==> src/hw/rtl/scnh_pkg.sv <==
// ----------------------------------------------------------------------------
// scnh_pkg
// Shared types and constants of the sparse count-nonzero histogram.
// ----------------------------------------------------------------------------
package scnh_pkg;

   // Defaults for the top-level parameters
   localparam int DEF_COUNT_DEPTH = 4096;
   localparam int DEF_COUNT_WIDTH = 32;

   // Coordinate fold limits
   localparam int MAX_DIMS     = 4;
   localparam int COORD_FIELDS = 4;
   localparam int DIMS_LIMIT   = (MAX_DIMS < COORD_FIELDS) ? MAX_DIMS : COORD_FIELDS;

   // Action codes
   localparam logic [1:0] ACT_COUNT = 2'd0;
   localparam logic [1:0] ACT_READ  = 2'd1;
   localparam logic [1:0] ACT_CLEAR = 2'd2;

   // Register indexes
   localparam logic [1:0] CSR_KEPT_DIMS = 2'd0;
   localparam logic [1:0] CSR_SIZE_DIM1 = 2'd1;
   localparam logic [1:0] CSR_SIZE_DIM2 = 2'd2;
   localparam logic [1:0] CSR_SIZE_DIM3 = 2'd3;

   // Register reset values
   localparam logic [2:0]  RST_KEPT_DIMS = 3'd2;
   localparam logic [15:0] RST_SIZE_DIM1 = 16'd64;
   localparam logic [15:0] RST_SIZE_DIM2 = 16'd1;
   localparam logic [15:0] RST_SIZE_DIM3 = 16'd1;

   // Input transaction
   typedef struct packed {
      logic [1:0]         action;
      logic [15:0]        coord_0;
      logic [15:0]        coord_1;
      logic [15:0]        coord_2;
      logic [15:0]        coord_3;
      logic signed [31:0] entry_value;
      logic [11:0]        read_slot;
   } req_type;

   // Result transaction
   typedef struct packed {
      logic [31:0] count;
      logic        status;
   } rsp_type;

   // Fold unit status toward the controller
   typedef struct packed {
      logic done;
      logic in_range;
   } fold_res_type;

   typedef enum logic [1:0] {
      FOLD_IDLE,
      FOLD_MUL,
      FOLD_ADD,
      FOLD_DONE
   } fold_state_type;

   typedef enum logic [1:0] {
      ST_IDLE,
      ST_FOLD,
      ST_RMW,
      ST_CLEAR
   } ctrl_state_type;

endpackage

==> src/hw/rtl/scnh_fold.sv <==
// ----------------------------------------------------------------------------
// scnh_fold
// Iterative Horner fold of the kept coordinates into a linear slot position,
// one multiply and one add/range check per kept dimension beyond the first.
// ----------------------------------------------------------------------------
module scnh_fold
   import scnh_pkg::*;
#(
   parameter int COUNT_DEPTH = DEF_COUNT_DEPTH,
   localparam int AW = $clog2(COUNT_DEPTH)
) (
   input  logic         clock,
   input  logic         reset,
   input  logic         start,
   input  logic [15:0]  coord_0,
   input  logic [15:0]  coord_1,
   input  logic [15:0]  coord_2,
   input  logic [15:0]  coord_3,
   input  logic [2:0]   kept_dims,
   input  logic [15:0]  size_dim1,
   input  logic [15:0]  size_dim2,
   input  logic [15:0]  size_dim3,
   output fold_res_type res,
   output logic [AW-1:0] pos
);

   localparam int PW = AW + 16;
   localparam int SW = AW + 17;

   fold_state_type state_ff, state_in;

   logic [AW-1:0] pos_ff;
   logic [PW-1:0] prod_ff;
   logic          inside_ff;
   logic [2:0]    step_ff;
   logic [2:0]    kept_ff;
   logic [15:0]   coord1_ff, coord2_ff, coord3_ff;

   logic [2:0]    eff_k;
   logic          first_out;
   logic [15:0]   ext_sel;
   logic [15:0]   coord_sel;
   logic [SW-1:0] sum;
   logic          sum_out;
   logic [2:0]    step_next;

   // Clamp the kept dimension count into 1..DIMS_LIMIT
   always_comb begin
      if (kept_dims == 3'd0) begin
         eff_k = 3'd1;
      end else if (kept_dims > 3'(DIMS_LIMIT)) begin
         eff_k = 3'(DIMS_LIMIT);
      end else begin
         eff_k = kept_dims;
      end
   end

   assign first_out = 32'(coord_0) >= 32'(COUNT_DEPTH);

   // Operand selection for the current step
   always_comb begin
      case (step_ff[1:0])
         2'd1: begin
            ext_sel   = size_dim1;
            coord_sel = coord1_ff;
         end
         2'd2: begin
            ext_sel   = size_dim2;
            coord_sel = coord2_ff;
         end
         2'd3: begin
            ext_sel   = size_dim3;
            coord_sel = coord3_ff;
         end
         default: begin
            ext_sel   = 16'd0;
            coord_sel = 16'd0;
         end
      endcase
   end

   assign sum       = SW'(prod_ff) + SW'(coord_sel);
   assign sum_out   = sum >= SW'(COUNT_DEPTH);
   assign step_next = step_ff + 3'd1;

   // Next state
   always_comb begin
      state_in = state_ff;
      unique case (state_ff)
         FOLD_IDLE: begin
            if (start) begin
               if (first_out || eff_k == 3'd1) begin
                  state_in = FOLD_DONE;
               end else begin
                  state_in = FOLD_MUL;
               end
            end
         end
         FOLD_MUL: begin
            state_in = FOLD_ADD;
         end
         FOLD_ADD: begin
            if (sum_out || step_next == kept_ff) begin
               state_in = FOLD_DONE;
            end else begin
               state_in = FOLD_MUL;
            end
         end
         FOLD_DONE: begin
            state_in = FOLD_IDLE;
         end
      endcase
   end

   // Outputs
   always_comb begin
      res.done     = state_ff == FOLD_DONE;
      res.in_range = inside_ff;
      pos          = pos_ff;
   end

   always_ff @(posedge clock) begin
      if (reset) begin
         state_ff <= FOLD_IDLE;
      end else begin
         state_ff <= state_in;
      end
   end

   // Datapath: one multiply per step, registered before the add
   always_ff @(posedge clock) begin
      unique case (state_ff)
         FOLD_IDLE: begin
            if (start) begin
               pos_ff    <= AW'(coord_0);
               inside_ff <= !first_out;
               step_ff   <= 3'd1;
               kept_ff   <= eff_k;
               coord1_ff <= coord_1;
               coord2_ff <= coord_2;
               coord3_ff <= coord_3;
            end
         end
         FOLD_MUL: begin
            prod_ff <= PW'(pos_ff) * PW'(ext_sel);
         end
         FOLD_ADD: begin
            if (sum_out) begin
               inside_ff <= 1'b0;
            end else begin
               pos_ff <= AW'(sum);
            end
            step_ff <= step_next;
         end
         FOLD_DONE: begin
         end
      endcase
   end

endmodule

==> config.mk <==
export PLATFORM = sky130hd
export DESIGN_NAME = scnh_fold
export DESIGN_NICKNAME = d
export VERILOG_FILES = /design/src/hw/rtl/scnh_pkg.sv /design/src/hw/rtl/scnh_fold.sv
export SDC_FILE = /design/constraint.sdc
export NUM_CORES = 1
export LEC_CHECK = 0
export ABC_AREA = 0
export BUFFER_PORTS_ARGS = -buffer_cell sky130_fd_sc_hd__buf_4
export CORE_ASPECT_RATIO = 1.1
export CORE_MARGIN = 8
export CORE_UTILIZATION = 25
export DETAILED_ROUTE_END_ITERATION = 10
export HOLD_SLACK_MARGIN = 0.08
export PLACE_DENSITY = 0.4
export SLEW_MARGIN = 20
export SYNTH_ARGS = -nofsm -noshare
export SYNTH_HDL_FRONTEND = slang
export SYNTH_SLANG_ARGS = --single-unit
export TNS_END_PERCENT = 100
==> constraint.sdc <==
create_clock -name clock -period 12.15 [get_ports clock]
set_input_delay 3.0375 -clock clock [delete_from_list [all_inputs] [get_ports clock]]
set_output_delay 3.0375 -clock clock [all_outputs]
set_load 0.05 [all_outputs]
== Word-level counts from Yosys, hierarchy flattened ==
Cells that the tools add are included.

* Bits in registers: 97
* Latch bits: 0
* Bits in writable memories: 0
* Bits in read-only memories: 0
* Bits of input ports: 118
* Logic and storage cells: 52
* Memories: 0

* $add $sub $neg: 2
* Multiply operators: 1
* Div/mod/pow operators: 0
* $lt $le $gt $ge: 3
* Equal/unequal tests: 11
* Shift-type cells: 0
* Multiplexer cells: 16
* Bitwise gates (word level): 0
* Reduce and logical (&&, ||, !) cells: 10

{| class="wikitable"
|+ Operators with widths
! cell !! count
|-
| $pmux W16 S3 || 2
|-
| $add A28 B16 Y29 || 1
|-
| $ge A29 B13 Y1 const B || 1
|-
| $mul A12 B16 Y28 || 1
|-
| $mux W12 || 2
|-
| $pmux W12 S2 || 1
|-
| $ge A16 B13 Y1 const B || 1
|-
| $mux W3 || 3
|-
| $eq A2 B2 Y1 const B || 4
|-
| $pmux W2 S4 || 1
|-
| $mux W2 || 3
|-
| $ne A2 B2 Y1 const B || 3
|-
| $pmux W3 S2 || 1
|-
| $reduce_and A3 Y1 || 2
|-
| $eq A2 B1 Y1 const B || 2
|-
| $reduce_and A2 Y1 || 2
|-
| $add A3 B1 Y3 const B || 1
|-
| $eq A3 B1 Y1 const B || 1
|-
| $eq A3 B3 Y1 || 1
|-
| $gt A3 B3 Y1 const B || 1
|-
| $logic_not A3 Y1 || 1
|-
| $logic_not A2 Y1 || 1
|-
| $logic_or A1 B1 Y1 || 2
|-
| $mux W1 || 2
|-
| other kinds (3) || 3
|}

== Depth between registers and ports, before layout ==
Gate-level depths: netlist (run 1).

* Word-level depth: 8
* Gate-level depth with buffers: 26
* Depth with buffers taken out: 24

== Least setup slack after synthesis (run 1) ==
No wires, ideal clock.

* Path kind: in2reg
* Start: input size_dim2[7]
* End: register prod_ff[27], data pin
* Setup time: 0.268 ns
* Arrival time: 8.170 ns
* Path slack: 3.712 ns
* Stages: 22
* Buffers on the path: 1
* Path through: a222oi_1 > nor2_1 > clkbuf_1 > and2_1 > fa_1 > inv_1 > fa_1 > inv_1 > fa_1 > fa_1 > inv_1 > fa_1 > inv_1 > ha_1 > a21oi_1 > o2bb2ai_1 > a31oi_1 > a211o_1 > o221ai_1 > o21ai_0 > o41ai_1 > xnor2_1

* Cells in the longest elaborated chain, start to end: 2

{| class="wikitable"
|+ RTL lines
! item !! RTL line !! RTL
|-
| from (decl) || scnh_fold.sv:21 || <nowiki>input logic [15:0] size_dim2,</nowiki>
|-
| $pmux W16 S3 || scnh_fold.sv:62 || <nowiki>case (step_ff[1:0])</nowiki>
|-
| $mul A12 B16 Y28 || scnh_fold.sv:145 || <nowiki>prod_ff <= PW'(pos_ff) * PW'(ext_sel);</nowiki>
|-
| to (signal assigned) || scnh_fold.sv:145 ||
|-
| to (decl) || scnh_fold.sv:33 || <nowiki>logic [PW-1:0] prod_ff;</nowiki>
|}

Every way passes these cells.
A chain may end at the register's enable or synchronous reset.

== Worst setup path after layout (run 1) ==
* Start: input size_dim2[10]
* End: register prod_ff[27], data pin

The elaborated chain is that of the path after synthesis.

==> results.md, run 1 <==
* Outcome: completed
* Highest clock frequency the design can meet at 0.112 GHz
* Net Count, Synth at 1499
* Num ports at 132
* Count of input and output buffers at 131
* Share of final-layout standard cells stronger than drive strength 1 at 14.5%
* Setup violators final at 0
* Switching power as a share of total power at 50.5%
* Number of endpoints with negative hold slack in the final report at 0
* Post-detailed-routing wire length at 32800 um
* Antenna viol nets, final at 0
* Number of register bits inferred by synthesis at 97
* Total CTS buffers at 9
* Time the worst path needs with I/O delays and setup at 8.94 ns
* Type of the tightest min-delay check: reg2reg
* Horizontal die dimension at 217 um
* Vias in the first global route at 9169
* Gr usage total at 13.0%
* Total global routing overflow at 0
* Synthesized area divided by synthesized cell count at 9.65 um2
* Routed vias at 8460
* First-pass GRT wire length at 52700 um
* Detailed Route Iter0 Violations at 483
* Most frequent cell on the critical path: sky130_fd_sc_hd__fa_1
* Critical path data required time at 12.25 ns
* Average detailed-routed wire length per instance at 17.8 um
* Floorplan die area at 0.0515 mm2
* H-Tree Depth at 3
* Critical-path top delay cell: sky130_fd_sc_hd__nor2_1
* Post-CTS setup buffer count at 0
* Final worst-path cycle share at 73.6%
* Library cell occupying the most area in the post-synthesis netlist: sky130_fd_sc_hd__edfxtp_1
* Sinks on Clock Net at 97
* Net count of the finished layout at 1607
* Predominant post-synthesis flop cell: sky130_fd_sc_hd__edfxtp_1
* Leading cell types by total area after synthesis: sky130_fd_sc_hd__edfxtp_1 26%, sky130_fd_sc_hd__fa_1 25%, sky130_fd_sc_hd__ha_1 9.7%, sky130_fd_sc_hd__inv_1 6.7%, sky130_fd_sc_hd__nand2_1 5.5%
* Initial antenna violation count at 0
* Mapped Area at 0.0111 mm2
* Share of Yosys cell area claimed by the top area cell type at 25.6%
* Number of iterations in the first detailed-routing pass at 6
* Share of synthesized area occupied by flip-flops and latches at 26.0%
* Rel. slew slack at 25.6%
* Setup ws final at 3.21 ns
* Post-cts gate resize count at 0
* Crit Path Class: in2reg
* Post-Route Utilization at 29.6%
* EDFF count, synth at 95
* Initial Utilization at 25.2%
* Final weighted congestion of routability-driven global placement at 0.831
* Post-synthesis to final-layout area growth at 17.7%
* Switching component of the power at 0.00198 W
* Standard cell area after detailed placement at 0.0128 mm2
* Mean number of vias per cell at 4.58
* Root Driver: sky130_fd_sc_hd__clkbuf_16
* Synthesized instance count at 1154
* Critical path launch point type: input port
* Non-Filler Instances at 1849
* Core Area at 0.0442 mm2
* Power per cell area at 300 mW/mm2
* Max Cap Violations at 0
* Crit. End Element: flop
* WP data arrival at 9.04 ns
* Worst stage delay on the critical path at 0.80 ns
* DP HPWL at 25700 um
* Setup WS pre-CTS at 2.81 ns
* Distinct cell type count after synthesis at 63
* IR drop worst, VDD at 0.188 mV
* Worst-path clk slew at 0.08 ns
* Std cell rows at 81
* Async SR Flop Fraction at 0%
* Post-Route Setup TNS at 0 ns
* Seq pwr share at 16.0%
* Hold buffer count at CTS at 0
* Leakage component of the power at 5.99 nW
* Count of warnings emitted by yosys at 0
* Unrepaired setup endpoints after global routing: no
* Number of buffers on the longest clock path at 2
* Final Slew Violations at 0
* Post-route cell area at 0.0131 mm2
* Fraction of power consumed by combinational cells at 76.4%
* Number of placed instances, taps included at 1832
* Pint at 0.00194 W
* Skew final at 0.0132 ns
* CTS tree: built
* Worst-Skew Late Latency at 0.36 ns
* Vertical extent of the die at 237 um
* Largest net degree at the start of global routing at 53
* Proportion of power drawn by the clock network at 7.6%
* Worst path cell trace: buf_4, a222oi_1, nor2_1, nand2_1, fa_1, inv_1, fa_1, inv_1, fa_1, fa_1, fa_1, inv_1, ha_1, a21oi_1, nand2b_1, a31oi_1, a211o_1, o221ai_1, o21ai_0, o41ai_1, xnor2_1
* Final routed DRC violation total at 0
* Highest net fanout along the worst path at 12
* Worst-Margin Slew at 1.11 ns
power by group through the flow:
stage                     Sequential (W)  Clock, W  Combinational, W
after CTS                       0.000629  0.000310           0.00305
after global routing            0.000638  0.000322           0.00347
final                           0.000628  0.000299           0.00300
after detailed placement        0.000632         0           0.00298
after floorplan                 0.000609         0           0.00226
after global placement          0.000638         0           0.00302
worst paths after layout:
kind / cells after the start / endpoint / start / slack, ns
setup / recovery: 21 / prod_ff[27]$_DFFE_PP_ / size_dim2[10] / 3.21
setup reg to reg: 23 / prod_ff[27]$_DFFE_PP_ / step_ff[0]$_SDFFCE_PN1P_ / 4.47
hold / removal: 1 / state_ff[0]$_SDFFE_PP0P_ / state_ff[0]$_SDFFE_PP0P_ / 0.55
hold reg to reg: 1 / state_ff[0]$_SDFFE_PP0P_ / state_ff[0]$_SDFFE_PP0P_ / 0.55
stage by stage:
stage          power, W  hold WS (ns)
5_1_grt         0.00443         0.597
6_report        0.00392         0.545
3_5_place_dp    0.00361         0.532
4_1_cts         0.00399         0.548
3_3_place_gp    0.00366         0.532
2_1_floorplan   0.00287         0.482
Yosys cell counts, types with 6 or more instances:
cell / count
sky130_fd_sc_hd__a21oi_1: 31
sky130_fd_sc_hd__o21a_1: 6
sky130_fd_sc_hd__and3_1: 6
sky130_fd_sc_hd__a21o_1: 12
sky130_fd_sc_hd__nand2_1: 162
sky130_fd_sc_hd__fa_1: 141
sky130_fd_sc_hd__a211o_1: 7
sky130_fd_sc_hd__clkbuf_1: 44
sky130_fd_sc_hd__inv_1: 200
sky130_fd_sc_hd__and2_1: 78
sky130_fd_sc_hd__a31oi_1: 9
sky130_fd_sc_hd__xor2_1: 15
sky130_fd_sc_hd__ha_1: 86
sky130_fd_sc_hd__xnor2_1: 23
sky130_fd_sc_hd__nor2b_1: 7
sky130_fd_sc_hd__o211ai_1: 9
sky130_fd_sc_hd__nor2_1: 63
sky130_fd_sc_hd__o21ai_0: 32
sky130_fd_sc_hd__edfxtp_1: 95
sky130_fd_sc_hd__nand2b_1: 8
sky130_fd_sc_hd__a222oi_1: 31
sky130_fd_sc_hd__nand3_1: 9
logic make-up (layout without fill, tap and decap cells):
| family | after synthesis | in the layout | share of synthesized area, % |
|---|---|---|---|
| compound gates | 181 | 181 | 12.1 |
| xor+xnor | 38 | 38 | 2.99 |
| fa+ha+maj | 227 | 227 | 35.0 |
| buf+inv | 249 | 362 | 8.49 |
| flops | 97 | 97 | 26.0 |
| mux | 3 | 3 | 0.270 |
| other cells | 0 | 1 | 0 |
| simple gates | 359 | 359 | 15.2 |
flip-flops by register name, summed over array words and instances (netlist names):
name       cells
inside_ff      1
coord2_ff     16
step_ff        3
coord1_ff     16
kept_ff        3
coord3_ff     16
pos           12
state_ff       2
prod_ff       28
placed cells by master, fill, tap and decap left out, types with 3 or more instances in the layout:
cell and count:
sky130_fd_sc_hd__o21ai_0 32, sky130_fd_sc_hd__o211ai_1 9, sky130_fd_sc_hd__buf_4 146, sky130_fd_sc_hd__and3_1 6
sky130_fd_sc_hd__nor2_1 62, sky130_fd_sc_hd__xnor2_1 23, sky130_fd_sc_hd__a31oi_1 9, sky130_fd_sc_hd__nor3_1 3
sky130_fd_sc_hd__inv_1 199, sky130_fd_sc_hd__xor2_1 15, sky130_fd_sc_hd__ha_1 83, sky130_fd_sc_hd__nand4_1 5
sky130_fd_sc_hd__nand2b_1 8, sky130_fd_sc_hd__fa_1 141, sky130_fd_sc_hd__clkbuf_16 9, sky130_fd_sc_hd__a211oi_1 5
sky130_fd_sc_hd__or2_2 3, sky130_fd_sc_hd__a211o_1 7, sky130_fd_sc_hd__ha_2 3, sky130_fd_sc_hd__nand3_1 9
sky130_fd_sc_hd__nand4b_1 3, sky130_fd_sc_hd__o211a_1 3, sky130_fd_sc_hd__a21oi_1 31, sky130_fd_sc_hd__nand2_1 162
sky130_fd_sc_hd__o21ai_1 3, sky130_fd_sc_hd__a21o_1 12, sky130_fd_sc_hd__mux2i_1 3, sky130_fd_sc_hd__and2_1 78
sky130_fd_sc_hd__clkinv_8 3, sky130_fd_sc_hd__nor2b_1 6, sky130_fd_sc_hd__o21a_1 6, sky130_fd_sc_hd__or3_1 5
sky130_fd_sc_hd__a222oi_1 31, sky130_fd_sc_hd__edfxtp_1 95, sky130_fd_sc_hd__nor4_1 3
worst max-delay path, delay by kind of cell:
family,cells,cell delay (ns)
compound gates,7,1.49
simple gates,3,1.14
fa+ha+maj,6,3.02
buf+inv,4,0.23
xor+xnor,1,0.12
cell type report:
| cell class | instances | area [um2] |
|---|---|---|
| clock buffers | 9 | 225 |
| clock inverters | 7 | 93.8 |
| repair buffers | 146 | 1100 |
| multi-input cells | 808 | 7310 |
| flip-flops and latches | 97 | 2890 |
| diodes | 1 | 2.50 |
| inverters | 200 | 752 |
| fillers | 4707 | 31100 |
| well taps | 581 | 727 |
metal layers:
layer | global-route usage (%) | share of wire (%) | up-vias
li1 | - | - | 4036
met1 | 18.1 | 48 | 4210
met2 | 21.1 | 46 | 191
met3 | 1.63 | 3.7 | 23
met4 | 2.91 | 1.5 | 0
met5 | 0 | 0 | -
No activity file was read; power rests on OpenSTA's default activity.
==> run 2: changes to the inputs <==
--- a/config.mk
+++ b/config.mk
@@ -5,7 +5,7 @@
 export SDC_FILE = /design/constraint.sdc
 export NUM_CORES = 1
 export LEC_CHECK = 0
-export ABC_AREA = 0
+export ABC_AREA = 1
 export BUFFER_PORTS_ARGS = -buffer_cell sky130_fd_sc_hd__buf_4
 export CORE_ASPECT_RATIO = 1.1
 export CORE_MARGIN = 8
==> constraint.sdc (replaced) <==
create_clock -name clock -period 9.3 [get_ports clock]
set_input_delay 2.325 -clock clock [delete_from_list [all_inputs] [get_ports clock]]
set_output_delay 2.325 -clock clock [all_outputs]
set_load 0.05 [all_outputs]
==> results.md, run 2 <==
* Vias in the first global route at 10200 (+11%)
* Leading cell type in the layout, fill and taps excluded: sky130_fd_sc_hd__nand2_1
* Post-CTS setup buffer count at 0 (unchanged)
* Predominant post-synthesis flop cell: sky130_fd_sc_hd__edfxtp_1
* Logic depth of the worst register-to-register path at 25 (+8.7%)
* EDFF count, synth at 95 (unchanged)
* Share of synthesized area occupied by flip-flops and latches at 24.8% (-1.2 points)
* Leading cell types by total area after synthesis: sky130_fd_sc_hd__edfxtp_1 24%, sky130_fd_sc_hd__fa_1 24%, sky130_fd_sc_hd__nand2_1 15%, sky130_fd_sc_hd__inv_1 10%, sky130_fd_sc_hd__ha_1 9.2%
* Floorplan die area at 0.0539 mm2 (+4.6%)
* Highest net fanout along the worst path at 9 (-3)
* Net count of the finished layout at 1958 (+22%)
* Sinks on Clock Net at 97 (unchanged)
* Number of endpoints with negative hold slack in the final report at 0 (unchanged)
* Count of input and output buffers at 131 (unchanged)
* Async SR Flop Fraction at 0% (unchanged)
* Final worst-path cycle share at 82.8%
* Skew final at 0.00803 ns (-0.00520 ns)
* Hold path endpoint: state_ff[0]$_SDFFE_PP0P_
* Post-Route Setup TNS at 0 ns (unchanged)
* CTS tree: built
* Final Slew Violations at 0 (unchanged)
* Endpoint of the worst-slack reg-to-reg timing path: prod_ff[25]$_DFFE_PP_
* Critical path launch point type: input port
* Final routed DRC violation total at 0 (unchanged)
* Crit Path Class: in2reg
* Average detailed-routed wire length per instance at 16.7 um (-5.7%)
* Origin of the worst min-delay path: state_ff[0]$_SDFFE_PP0P_
* Largest register FFs at 28 (unchanged)
* Hold path cells at 3 (+2)
* Filler cells at 5043 (+7.1%)
* Synth top cells by count: 475 x sky130_fd_sc_hd__nand2_1, 320 x sky130_fd_sc_hd__inv_1, 141 x sky130_fd_sc_hd__fa_1, 122 x sky130_fd_sc_hd__nor2_1, 95 x sky130_fd_sc_hd__edfxtp_1
* Time the worst path needs with I/O delays and setup at 7.70 ns
* Footprint of the multi-input gates at 0.00744 mm2 (+1.7%)
* Library cell occupying the most area in the post-synthesis netlist: sky130_fd_sc_hd__edfxtp_1
* Routed vias at 9598 (+13%)
* Number of iterations in the first detailed-routing pass at 5 (-1)
* First-pass GRT wire length at 58300 um (+11%)
* Post-synthesis to final-layout area growth at 16.8%
* Worst-Margin Slew at 0.944 ns (-0.168 ns)
* Synthesized instance count at 1492 (+29%)
* Largest net degree at the start of global routing at 52 (-1.9%)
* Post-cts gate resize count at 0 (unchanged)
* Num ports at 132 (unchanged)
* Rel. slew slack at 37.1% (+11 points)
* Horizontal die dimension at 222 um (+2.3%)
* Final weighted congestion of routability-driven global placement at 0.871 (+4.8%)
* Core Area at 0.0464 mm2 (+5.1%)
* Antenna diode count at 0 (-1)
* Initial Utilization at 25.2% (about the same)
* H-Tree Depth at 3 (unchanged)
* Most repeated cell in the gate-level netlist after synthesis: sky130_fd_sc_hd__nand2_1
* Mean number of vias per cell at 4.34 (-5.2%)
* Number of buffers on the longest clock path at 2 (unchanged)
* Total CTS buffers at 9 (unchanged)
* Type of the tightest min-delay check: reg2reg
* Share of Yosys cell area claimed by the top area cell type at 24.4% (-1.2 points)
* Synthesized area divided by synthesized cell count at 7.83 um2 (-19%)
* Critical path data required time at 9.42 ns (-2.83 ns)
* Setup violators final at 0 (unchanged)
* Count of warnings emitted by yosys at 0 (unchanged)
* Register area at 0.00289 mm2 (unchanged)
* Number of register bits inferred by synthesis at 97 (unchanged)
* Std cell rows at 83 (+2.5%)
* Unrepaired setup endpoints after global routing: no
* Reg-to-reg setup timing slack at 2.29 ns (-2.18 ns)
* Antenna viol nets, final at 0 (unchanged)
* Max Cap Violations at 0 (unchanged)
* Root Driver: sky130_fd_sc_hd__clkbuf_16
* Total global routing overflow at 0 (unchanged)
* Net Count, Synth at 1837 (+23%)
* Post-detailed-routing wire length at 37100 um (+13%)
* Detailed Route Iter0 Violations at 400 (-17%)
* Hold buffer count at CTS at 0 (unchanged)
* WP data arrival at 7.81 ns (-1.23 ns)
* Distinct cell type count after synthesis at 34 (-46%)
* Most flop-heavy register: prod_ff
* Gr usage total at 14.0% (+1.0 points)
* Worst-path clk slew at 0.07 ns (about the same)
* Highest clock frequency the design can meet at 0.130 GHz
* Worst flop-to-flop path startpoint: step_ff[0]$_SDFFCE_PN1P_
* DP HPWL at 31100 um (+21%)
* Initial antenna violation count at 0 (unchanged)
* Share of final-layout standard cells stronger than drive strength 1 at 11.1% (-3.5 points)
* Crit. End Element: flop
* Worst-Skew Late Latency at 0.37 ns (about the same)
* Outcome: completed
* Leading cell types in the layout, fill and taps excluded: 475 x sky130_fd_sc_hd__nand2_1, 319 x sky130_fd_sc_hd__inv_1, 141 x sky130_fd_sc_hd__fa_1, 139 x sky130_fd_sc_hd__buf_4, 121 x sky130_fd_sc_hd__nor2_1
* Mapped Area at 0.0117 mm2 (+5.0%)
* Vertical extent of the die at 243 um (+2.3%)
-- run 2: worst max path at each step --
stage | from | to | slack, ns | depth (start not counted)
2_1_floorplan | size_dim2[10] | prod_ff[26]$_DFFE_PP_ | 2.20 | 24
3_3_place_gp | size_dim2[13] | prod_ff[25]$_DFFE_PP_ | 1.20 | 24
3_5_place_dp | size_dim2[13] | prod_ff[25]$_DFFE_PP_ | 1.19 | 24
4_1_cts | size_dim2[13] | prod_ff[25]$_DFFE_PP_ | 1.58 | 24
5_1_grt | size_dim2[13] | prod_ff[25]$_DFFE_PP_ | 1.28 | 24
6_report | size_dim2[13] | prod_ff[25]$_DFFE_PP_ | 1.60 | 24
-- run 2: layout make-up --
cell class / count / area share [%]
clock buffer: 9 / 1.65
clock inverter: 7 / 0.440
inverter: 331 / 9.11
multi-input combinational: 1035 / 54.5
sequential: 97 / 21.2
tap: 595 / 5.45
timing repair buffer: 139 / 7.65
-- run 2: layer usage --
metal / vias to the layer above / wire [um] / track usage [%]
li1: 4748 / - / -
met1: 4643 / 16800 / 17.9
met2: 157 / 18200 / 24.1
met4: 0 / 974 / 4.33
met3: 50 / 1050 / 1.86
met5: - / 0 / 0
-- run 2: critical path: stages --
cell and delay (ns):
sky130_fd_sc_hd__buf_4 0.11, sky130_fd_sc_hd__nand2_1 0.05, sky130_fd_sc_hd__nand3_1 0.08, sky130_fd_sc_hd__nand2_1 0.23
sky130_fd_sc_hd__clkinv_1 0.43, sky130_fd_sc_hd__nand2_1 0.21, sky130_fd_sc_hd__fa_1 0.44, sky130_fd_sc_hd__inv_1 0.09
sky130_fd_sc_hd__fa_1 0.43, sky130_fd_sc_hd__fa_1 0.49, sky130_fd_sc_hd__fa_1 0.55, sky130_fd_sc_hd__inv_1 0.07
sky130_fd_sc_hd__fa_1 0.55, sky130_fd_sc_hd__inv_1 0.05, sky130_fd_sc_hd__ha_1 0.36, sky130_fd_sc_hd__nand2_1 0.10
sky130_fd_sc_hd__nor2_1 0.15, sky130_fd_sc_hd__nor3b_1 0.32, sky130_fd_sc_hd__nand4_1 0.14, sky130_fd_sc_hd__nand3_1 0.17
sky130_fd_sc_hd__nand3_1 0.09, sky130_fd_sc_hd__nand2_1 0.13, sky130_fd_sc_hd__a31oi_1 0.11, sky130_fd_sc_hd__xor2_1 0.15
-- run 2: per-stage QoR --
| step | util [%] | hold slack [ns] | instances | area (um2) | setup slack [ns] |
|---|---|---|---|---|---|
| 2_1_floorplan | - | 0.542 | 1492 | 11700 | 2.20 |
| 5_1_grt | 29.4 | 0.687 | 2213 | 13600 | 1.28 |
| 3_5_place_dp | 28.8 | 0.632 | 2197 | 13400 | 1.19 |
| 6_report | 29.4 | 0.629 | 2213 | 13600 | 1.60 |
| 4_1_cts | 29.4 | 0.650 | 2213 | 13600 | 1.58 |
| 3_3_place_gp | 28.8 | 0.633 | 2197 | 13400 | 1.20 |
-- run 2: kinds of logic after synthesis --
kind of cell	synth area share [%]
AOI/OAI and AO/OA	3.45
buffers and inverters	11.6
and+or+nand+nor	24.0
xor gates and xnor gates	2.85
adders and majority gates	33.4
DFF	24.8
Power of run 2 is left out: the tool's default activity adds up to more than one toggle a clock period on the data nets, which glitch-free logic cannot reach.
